[src/hdl/cidh_pkg.sv]
// ----------------------------------------------------------------------------
// CAN ID handler table package
// Shared constants, payload structs, memory port structs and the sequencer
// state type for the CAN identifier handler table.
// ----------------------------------------------------------------------------
package cidh_pkg;

    localparam int TABLE_DEPTH = 32;
    localparam int IDX_BITS    = $clog2(TABLE_DEPTH);
    localparam int CNT_BITS    = $clog2(TABLE_DEPTH + 1);
    localparam int ID_BITS     = 11;
    localparam int TAG_BITS    = 8;

    // Request codes.
    localparam logic [1:0] REQ_REGISTER = 2'd0;
    localparam logic [1:0] REQ_DEFAULT  = 2'd1;
    localparam logic [1:0] REQ_LOOKUP   = 2'd2;

    // Status codes.
    localparam logic [1:0] STATUS_OK   = 2'd0;
    localparam logic [1:0] STATUS_FULL = 2'd1;
    localparam logic [1:0] STATUS_DUP  = 2'd2;

    typedef struct packed {
        logic [1:0]          req_type;
        logic [ID_BITS-1:0]  msg_id;
        logic [TAG_BITS-1:0] handler_tag;
    } in_item_t;

    typedef struct packed {
        logic [1:0]          status;
        logic                found;
        logic [TAG_BITS-1:0] result_tag;
        logic                used_default;
    } out_item_t;

    typedef struct packed {
        logic [ID_BITS-1:0]  id;
        logic [TAG_BITS-1:0] tag;
    } entry_t;

    typedef struct packed {
        logic                en;
        logic [IDX_BITS-1:0] addr;
        entry_t              data;
    } mem_wr_t;

    typedef struct packed {
        logic                en;
        logic [IDX_BITS-1:0] addr;
    } mem_rd_t;

    typedef enum logic [1:0] {
        ST_IDLE,
        ST_SCAN,
        ST_RESULT
    } seq_state_t;

endpackage

[src/hdl/cidh_entry_mem.sv]
// ----------------------------------------------------------------------------
// CAN ID handler table entry memory
// Single-port-write, single-port-read synchronous memory holding the
// identifier and tag of every regular entry. Read data is registered.
// ----------------------------------------------------------------------------
module cidh_entry_mem (
    input  logic             clk,
    input  cidh_pkg::mem_wr_t wr,
    input  cidh_pkg::mem_rd_t rd,
    output cidh_pkg::entry_t  rd_data
);
    import cidh_pkg::*;

    entry_t mem [TABLE_DEPTH];
    entry_t rd_data_reg;

    always_ff @(posedge clk)
    begin
        if (wr.en)
        begin
            mem[wr.addr] <= wr.data;
        end
    end

    always_ff @(posedge clk)
    begin
        if (rd.en)
        begin
            rd_data_reg <= mem[rd.addr];
        end
    end

    assign rd_data = rd_data_reg;

endmodule

[src/hdl/cidh_seq.sv]
// ----------------------------------------------------------------------------
// CAN ID handler table sequencer
// Takes one request at a time, scans the entry memory one entry per cycle
// for an exact identifier match, updates the count and default handler,
// appends new entries, and holds the result until the output side takes it.
// ----------------------------------------------------------------------------
module cidh_seq (
    input  logic                             clk,
    input  logic                             rst_n,
    input  logic [cidh_pkg::CNT_BITS-1:0]    capacity,
    input  logic                             in_valid,
    output logic                             in_ready,
    input  cidh_pkg::in_item_t               in_item,
    output logic                             res_valid,
    input  logic                             res_ready,
    output cidh_pkg::out_item_t              res_item,
    output cidh_pkg::mem_wr_t                mem_wr,
    output cidh_pkg::mem_rd_t                mem_rd,
    input  cidh_pkg::entry_t                 mem_rd_data
);
    import cidh_pkg::*;

    localparam logic [CNT_BITS-1:0] DEPTH_CNT = CNT_BITS'(TABLE_DEPTH);

    seq_state_t          state_reg, state_next;
    logic [1:0]          req_reg, req_next;
    logic [ID_BITS-1:0]  id_reg, id_next;
    logic [TAG_BITS-1:0] tag_reg, tag_next;
    logic [CNT_BITS-1:0] n_reg, n_next;
    logic [CNT_BITS-1:0] addr_reg, addr_next;
    logic                pend_reg, pend_next;
    logic [CNT_BITS-1:0] count_reg, count_next;
    logic                dflt_present_reg, dflt_present_next;
    logic [TAG_BITS-1:0] dflt_tag_reg, dflt_tag_next;
    out_item_t           res_reg, res_next;

    logic [CNT_BITS-1:0] cap_eff;
    logic [CNT_BITS-1:0] regular_cnt;
    logic                table_full;
    logic                hit;
    logic                issue;

    assign cap_eff     = (capacity > DEPTH_CNT) ? DEPTH_CNT : capacity;
    assign table_full  = (count_reg >= cap_eff);
    assign regular_cnt = count_reg - CNT_BITS'(dflt_present_reg);
    assign hit         = pend_reg && (mem_rd_data.id == id_reg);
    assign issue       = (state_reg == ST_SCAN) && (addr_reg < n_reg);

    assign in_ready  = (state_reg == ST_IDLE);
    assign res_valid = (state_reg == ST_RESULT);
    assign res_item  = res_reg;

    always_ff @(posedge clk or negedge rst_n)
    begin
        if (!rst_n)
        begin
            state_reg        <= ST_IDLE;
            pend_reg         <= 1'b0;
            count_reg        <= '0;
            dflt_present_reg <= 1'b0;
            dflt_tag_reg     <= '0;
        end
        else
        begin
            state_reg        <= state_next;
            pend_reg         <= pend_next;
            count_reg        <= count_next;
            dflt_present_reg <= dflt_present_next;
            dflt_tag_reg     <= dflt_tag_next;
        end
    end

    always_ff @(posedge clk)
    begin
        req_reg  <= req_next;
        id_reg   <= id_next;
        tag_reg  <= tag_next;
        n_reg    <= n_next;
        addr_reg <= addr_next;
        res_reg  <= res_next;
    end

    always_comb
    begin
        state_next        = state_reg;
        req_next          = req_reg;
        id_next           = id_reg;
        tag_next          = tag_reg;
        n_next            = n_reg;
        addr_next         = addr_reg;
        pend_next         = 1'b0;
        count_next        = count_reg;
        dflt_present_next = dflt_present_reg;
        dflt_tag_next     = dflt_tag_reg;
        res_next          = res_reg;
        mem_wr            = '0;
        mem_rd            = '0;

        case (state_reg)
            ST_IDLE:
            begin
                if (in_valid)
                begin
                    req_next  = in_item.req_type;
                    id_next   = in_item.msg_id;
                    tag_next  = in_item.handler_tag;
                    n_next    = regular_cnt;
                    addr_next = '0;
                    res_next  = '0;
                    case (in_item.req_type)
                        REQ_REGISTER:
                        begin
                            if (table_full)
                            begin
                                res_next.status = STATUS_FULL;
                                state_next      = ST_RESULT;
                            end
                            else
                            begin
                                state_next = ST_SCAN;
                            end
                        end
                        REQ_DEFAULT:
                        begin
                            if (table_full)
                            begin
                                res_next.status = STATUS_FULL;
                            end
                            else if (dflt_present_reg)
                            begin
                                res_next.status = STATUS_DUP;
                            end
                            else
                            begin
                                dflt_present_next = 1'b1;
                                dflt_tag_next     = in_item.handler_tag;
                                count_next        = count_reg + 1'b1;
                            end
                            state_next = ST_RESULT;
                        end
                        REQ_LOOKUP:
                        begin
                            state_next = ST_SCAN;
                        end
                        default:
                        begin
                            state_next = ST_RESULT;
                        end
                    endcase
                end
            end

            ST_SCAN:
            begin
                if (hit)
                begin
                    // A match ends the scan; no further read is issued.
                    if (req_reg == REQ_REGISTER)
                    begin
                        res_next.status = STATUS_DUP;
                    end
                    else
                    begin
                        res_next.found      = 1'b1;
                        res_next.result_tag = mem_rd_data.tag;
                    end
                    state_next = ST_RESULT;
                end
                else if (!pend_reg && !issue)
                begin
                    // Every regular entry was compared without a match.
                    if (req_reg == REQ_REGISTER)
                    begin
                        if (n_reg < DEPTH_CNT)
                        begin
                            mem_wr.en       = 1'b1;
                            mem_wr.addr     = n_reg[IDX_BITS-1:0];
                            mem_wr.data.id  = id_reg;
                            mem_wr.data.tag = tag_reg;
                            count_next      = count_reg + 1'b1;
                        end
                        else
                        begin
                            res_next.status = STATUS_FULL;
                        end
                    end
                    else if (dflt_present_reg)
                    begin
                        res_next.found        = 1'b1;
                        res_next.result_tag   = dflt_tag_reg;
                        res_next.used_default = 1'b1;
                    end
                    state_next = ST_RESULT;
                end
                else
                begin
                    mem_rd.en   = issue;
                    mem_rd.addr = addr_reg[IDX_BITS-1:0];
                    pend_next   = issue;
                    if (issue)
                    begin
                        addr_next = addr_reg + 1'b1;
                    end
                end
            end

            ST_RESULT:
            begin
                if (res_ready)
                begin
                    state_next = ST_IDLE;
                end
            end

            default:
            begin
                state_next = ST_IDLE;
            end
        endcase
    end

endmodule

[src/hdl/can_id_handler_table.sv]
// ----------------------------------------------------------------------------
// CAN ID handler table
// Maps CAN message identifiers to handler tags with a configurable capacity
// and an optional default handler. Holds the capacity register and the
// output register in front of the result channel.
// ----------------------------------------------------------------------------
//  channel   signals                      direction  transaction
//  in        in_valid/in_ready/in_data    input      one request
//  out       out_valid/out_ready/out_data output     one result per request
//  cfg       cfg_we/cfg_wdata             input      table_capacity write
//
// A register or lookup scans the n regular entries one per cycle through the
// entry memory read port and stops early on a match; full checks, default
// registrations and unknown requests skip the scan.
// Reset clears the count and the default handler; no memory clearing pass.
// A new request is taken while the previous result waits in the output
// register; the sequencer only stalls when its own result cannot move there.
// ----------------------------------------------------------------------------
module can_id_handler_table (
    input  logic                          clk,
    input  logic                          rst_n,
    input  logic                          in_valid,
    output logic                          in_ready,
    input  cidh_pkg::in_item_t            in_data,
    output logic                          out_valid,
    input  logic                          out_ready,
    output cidh_pkg::out_item_t           out_data,
    input  logic                          cfg_we,
    input  logic [cidh_pkg::CNT_BITS-1:0] cfg_wdata
);
    import cidh_pkg::*;

    logic [CNT_BITS-1:0] capacity_reg;
    logic                out_valid_reg;
    out_item_t           out_data_reg;

    logic                res_valid;
    logic                res_ready;
    out_item_t           res_item;
    mem_wr_t             mem_wr;
    mem_rd_t             mem_rd;
    entry_t              mem_rd_data;

    assign res_ready = !out_valid_reg || out_ready;

    always_ff @(posedge clk or negedge rst_n)
    begin
        if (!rst_n)
        begin
            capacity_reg  <= CNT_BITS'(TABLE_DEPTH);
            out_valid_reg <= 1'b0;
        end
        else
        begin
            if (cfg_we)
            begin
                capacity_reg <= cfg_wdata;
            end
            if (res_ready)
            begin
                out_valid_reg <= res_valid;
            end
        end
    end

    always_ff @(posedge clk)
    begin
        if (res_ready && res_valid)
        begin
            out_data_reg <= res_item;
        end
    end

    assign out_valid = out_valid_reg;
    assign out_data  = out_data_reg;

    cidh_seq u_seq (
        .clk         (clk),
        .rst_n       (rst_n),
        .capacity    (capacity_reg),
        .in_valid    (in_valid),
        .in_ready    (in_ready),
        .in_item     (in_data),
        .res_valid   (res_valid),
        .res_ready   (res_ready),
        .res_item    (res_item),
        .mem_wr      (mem_wr),
        .mem_rd      (mem_rd),
        .mem_rd_data (mem_rd_data)
    );

    cidh_entry_mem u_mem (
        .clk     (clk),
        .wr      (mem_wr),
        .rd      (mem_rd),
        .rd_data (mem_rd_data)
    );

endmodule

[config.mk]
export PLATFORM = sky130hd
export DESIGN_NAME = can_id_handler_table
export DESIGN_NICKNAME = d
export VERILOG_FILES = /design/src/hdl/cidh_pkg.sv /design/src/hdl/cidh_entry_mem.sv /design/src/hdl/cidh_seq.sv /design/src/hdl/can_id_handler_table.sv
export SDC_FILE = /design/constraint.sdc
export NUM_CORES = 1
export LEC_CHECK = 0
export BUFFER_PORTS_ARGS = -buffer_cell sky130_fd_sc_hd__buf_2
export CORE_ASPECT_RATIO = 2
export CORE_MARGIN = 10
export CORE_UTILIZATION = 40
export DETAILED_ROUTE_END_ITERATION = 8
export PLACE_DENSITY_LB_ADDON = 0.3
export SLEW_MARGIN = 20
export SYNTH_ARGS = -nofsm -noshare
export SYNTH_HDL_FRONTEND = slang
export SYNTH_SLANG_ARGS = --single-unit
[constraint.sdc]
create_clock -name clk -period 5.25 [get_ports clk]
set_clock_uncertainty 0.1 [all_clocks]
set_input_delay 0.7875 -clock clk [delete_from_list [all_inputs] [get_ports clk]]
set_output_delay 0.7875 -clock clk [all_outputs]
set_load 0.05 [all_outputs]
==> metrics.txt <==
peak ir drop on the vdd network between 0.7 and 0.8 mV; number of fill cells in the layout just under 6,000; layout cell share with drive strength beyond 1 0.237; setup repair bufs after CTS 0; Critical R2R Launch u_seq.state_reg[1]; remaining antenna violation count after routing 0; warning count from the yosys run 0; DRC violation total after the first TritonRoute iteration between 900 and 1,000; RSZ-0062 raised after global routing false; top area cells in the synthesized netlist sky130_fd_sc_hd__edfxtp_1, sky130_fd_sc_hd__mux4_2, sky130_fd_sc_hd__mux2i_1; fin. max-slew vios 0; power share of the combinational group 0.260; minimum hold slack ~0.11 ns; reported max-cap violation count 0; most common library cell in the layout ignoring fill and taps sky130_fd_sc_hd__edfxtp_1; DP Wirelength between 40,000 and 50,000 um; CTS max path bufs 3; clock latency at the later pin of the worst-skew pair between 0.6 and 0.7 ns; Highest Clock Rate ~0.25 GHz; Slew @ Worst Pin 1.12 ns; cells resized by post-CTS repair 0; count of standard-cell rows about 140; synthesized instance count between 1,500 and 2,000; post-synthesis instance area between 20,000 and 30,000 um2; die span in x between 200 and 250 um; cell taking the most area after synthesis sky130_fd_sc_hd__edfxtp_1; pin count of the biggest net entering global routing approximately 140; Non-Filler Cell Area, Final about 32,000 um2; commonest cells after routing, fill and taps aside sky130_fd_sc_hd__edfxtp_1, sky130_fd_sc_hd__mux4_2, sky130_fd_sc_hd__a21oi_1; count of final hold-check violations 0; type of origin of the critical path register; part of the power in the clock network 0.292; pre-CTS setup slack 1.24 ns; worst setup slack after layout about 1.2 ns; final routed wire length divided by cell count 26.4 um; switching part of the total power 0.307; number of global-route vias before repair 15,500; routability-driven placement congestion ratio a little under 0.9; Top-Level Pins 46; Netlist cell types 56; DRC 0; starting density of the core 0.403; global-route wire length before repair between 100,000 and 150,000 um; Area growth, synth to finish 12.2%; count of flip-flops with a built-in enable after synthesis between 600 and 700; utilization after layout 0.452; count of nets after finishing 1,670; shortest clock period the worst path allows after layout around 4 ns; top flip-flop cell by instance count after synthesis sky130_fd_sc_hd__edfxtp_1; via count of the routed design between 10,000 and 15,000; CTS buffer count 58; Port Buffer Count 45; Root Buffer sky130_fd_sc_hd__clkbuf_16; post-synthesis area per instance approximately 18 um2; maximum fanout count along the critical path 16; CP Class register to register; DR vias/cell around 5.7; Core Box Area slightly above 70,000 um2; final-layout setup total negative slack 0 ns; total nets after synthesis 1,600; flip-flop and latch count after synthesis just over 700; total leakage power roughly 9.8 nW; portion of synthesized cell area occupied by the leading cell type 0.721; async set or reset register ratio after synthesis 0.0353; final setup violation count 0; clock sinks roughly 710; htree depth 2; Cell Area, Placed about 30,000 um2; post-placement cell count between 2,000 and 2,500; TritonCTS clock tree done; final worst path period share 0.775; # hold bufs at CTS 0; GRT Util Overall 0.162; vertical extent of the die between 300 and 400 um; diode insertion count for antenna repair 0; Die Outline Area ~83,000 um2; Clk pin slew, worst setup/hold paths roughly 0.070 ns; run status complete, no violations; non-filler cells, final ~2,600; length of the first detailed-routing pass in iterations 5; Total Power approximately 15 mW; power density cells 466 nW/um2; Data arrival, critical path roughly 4.3 ns; critical path startpoint u_seq.state_reg[1]; switching power total about 4.6 mW; worst slew margin relative to its limit 0.256; kind of path behind the tightest hold check input pin to asynchronous set/reset pin; flip-flop count of the largest register, all copies and words added between 600 and 700; required time of the critical path between 5 and 6 ns; drt total wl 68,000 um; antenna violations before repair 3; cell internal power dissipation 10.3 mW; global route total overflow 0; sequential fraction of design power 0.448; kind of end point of the critical path register; proportion of synthesized chip area in sequential cells 0.744
==> cells in the mapped netlist, types with 16 or more instances <==
cell type / number
sky130_fd_sc_hd__edfxtp_1: 684
sky130_fd_sc_hd__mux4_2: 95
sky130_fd_sc_hd__a21oi_1: 85
sky130_fd_sc_hd__mux2i_1: 65
sky130_fd_sc_hd__nor2_1: 64
sky130_fd_sc_hd__o221ai_1: 57
sky130_fd_sc_hd__mux2_2: 52
sky130_fd_sc_hd__clkbuf_1: 49
sky130_fd_sc_hd__buf_2: 28
sky130_fd_sc_hd__o21ai_0: 26
sky130_fd_sc_hd__dfrtp_1: 24
sky130_fd_sc_hd__and2_1: 23
sky130_fd_sc_hd__nor2b_1: 23
sky130_fd_sc_hd__xnor2_1: 21
sky130_fd_sc_hd__a211oi_1: 20
sky130_fd_sc_hd__a21o_1: 20
sky130_fd_sc_hd__nand2_1: 20
sky130_fd_sc_hd__a211o_1: 19
sky130_fd_sc_hd__a2bb2oi_1: 19
sky130_fd_sc_hd__o21bai_1: 19
sky130_fd_sc_hd__o22ai_1: 19
sky130_fd_sc_hd__inv_1: 16
sky130_fd_sc_hd__nor3_1: 16
==> layout make-up <==
cell class	count	area, um2	area share
inverters	17	63.8	0.00200
clock buffers	69	1510	0.0474
clock inverters	37	357	0.0112
repair buffers	101	707	0.0221
multi-input cells	736	6980	0.219
well taps	910	1140	0.0357
flip-flops and latches	709	21200	0.663
==> power by group through the flow <==
stage	Combinational [mW]	Sequential [mW]	Clock, mW
6_report	3.87	6.67	4.34
5_1_grt	4.17	6.69	4.65
4_1_cts	3.91	6.67	4.45
3_5_place_dp	3.90	6.79	0
3_3_place_gp	3.88	6.78	0
2_1_floorplan	2.65	6.82	0
==> worst max-delay path, cell delays in order, from the launching register on <==
cell and delay (ns):
sky130_fd_sc_hd__dfrtp_1 0.41, sky130_fd_sc_hd__nand2b_1 0.43, sky130_fd_sc_hd__inv_2 0.34, sky130_fd_sc_hd__nand2_2 0.11
sky130_fd_sc_hd__nor4_4 0.53, sky130_fd_sc_hd__nand3_1 0.51, sky130_fd_sc_hd__nor3_2 0.93, sky130_fd_sc_hd__buf_4 0.38
==> routing by layer <==
| layer | vias to the layer above | track usage | share of wire |
|---|---|---|---|
| met5 | - | 0 | 0 |
| met4 | 0 | 0.0666 | 0.039 |
| li1 | 6434 | - | - |
| met1 | 7683 | 0.181 | 0.36 |
| met2 | 458 | 0.307 | 0.55 |
| met3 | 151 | 0.0187 | 0.045 |
==> cells by family after synthesis <==
kind of cell	count (synthesis)	synth area share
and+or+nand+nor	184	0.0334
buffers and inverters	108	0.0167
adders and majority gates	15	0.00659
AOI/OAI and AO/OA	301	0.0739
muxes	212	0.119
DFF	709	0.744
xor gates and xnor gates	24	0.00738
==> worst paths after layout <==
| path | to | slack (ns) | cells past startpoint |
|---|---|---|---|
| hold / removal | u_seq.dflt_tag_reg[6] | 0.11 | 1 |
| max in group asynchronous | u_seq.dflt_tag_reg[4] | 4.49 | 1 |
| min in group clk | u_seq.tag_reg[7] | 0.29 | 1 |
| hold reg to reg | out_data[3] | 0.32 | 0 |
| setup / recovery | u_mem.mem[1][16] | 1.18 | 7 |
| setup reg to reg | u_mem.mem[1][16] | 1.18 | 7 |
No activity file was read; power rests on OpenSTA's default activity.
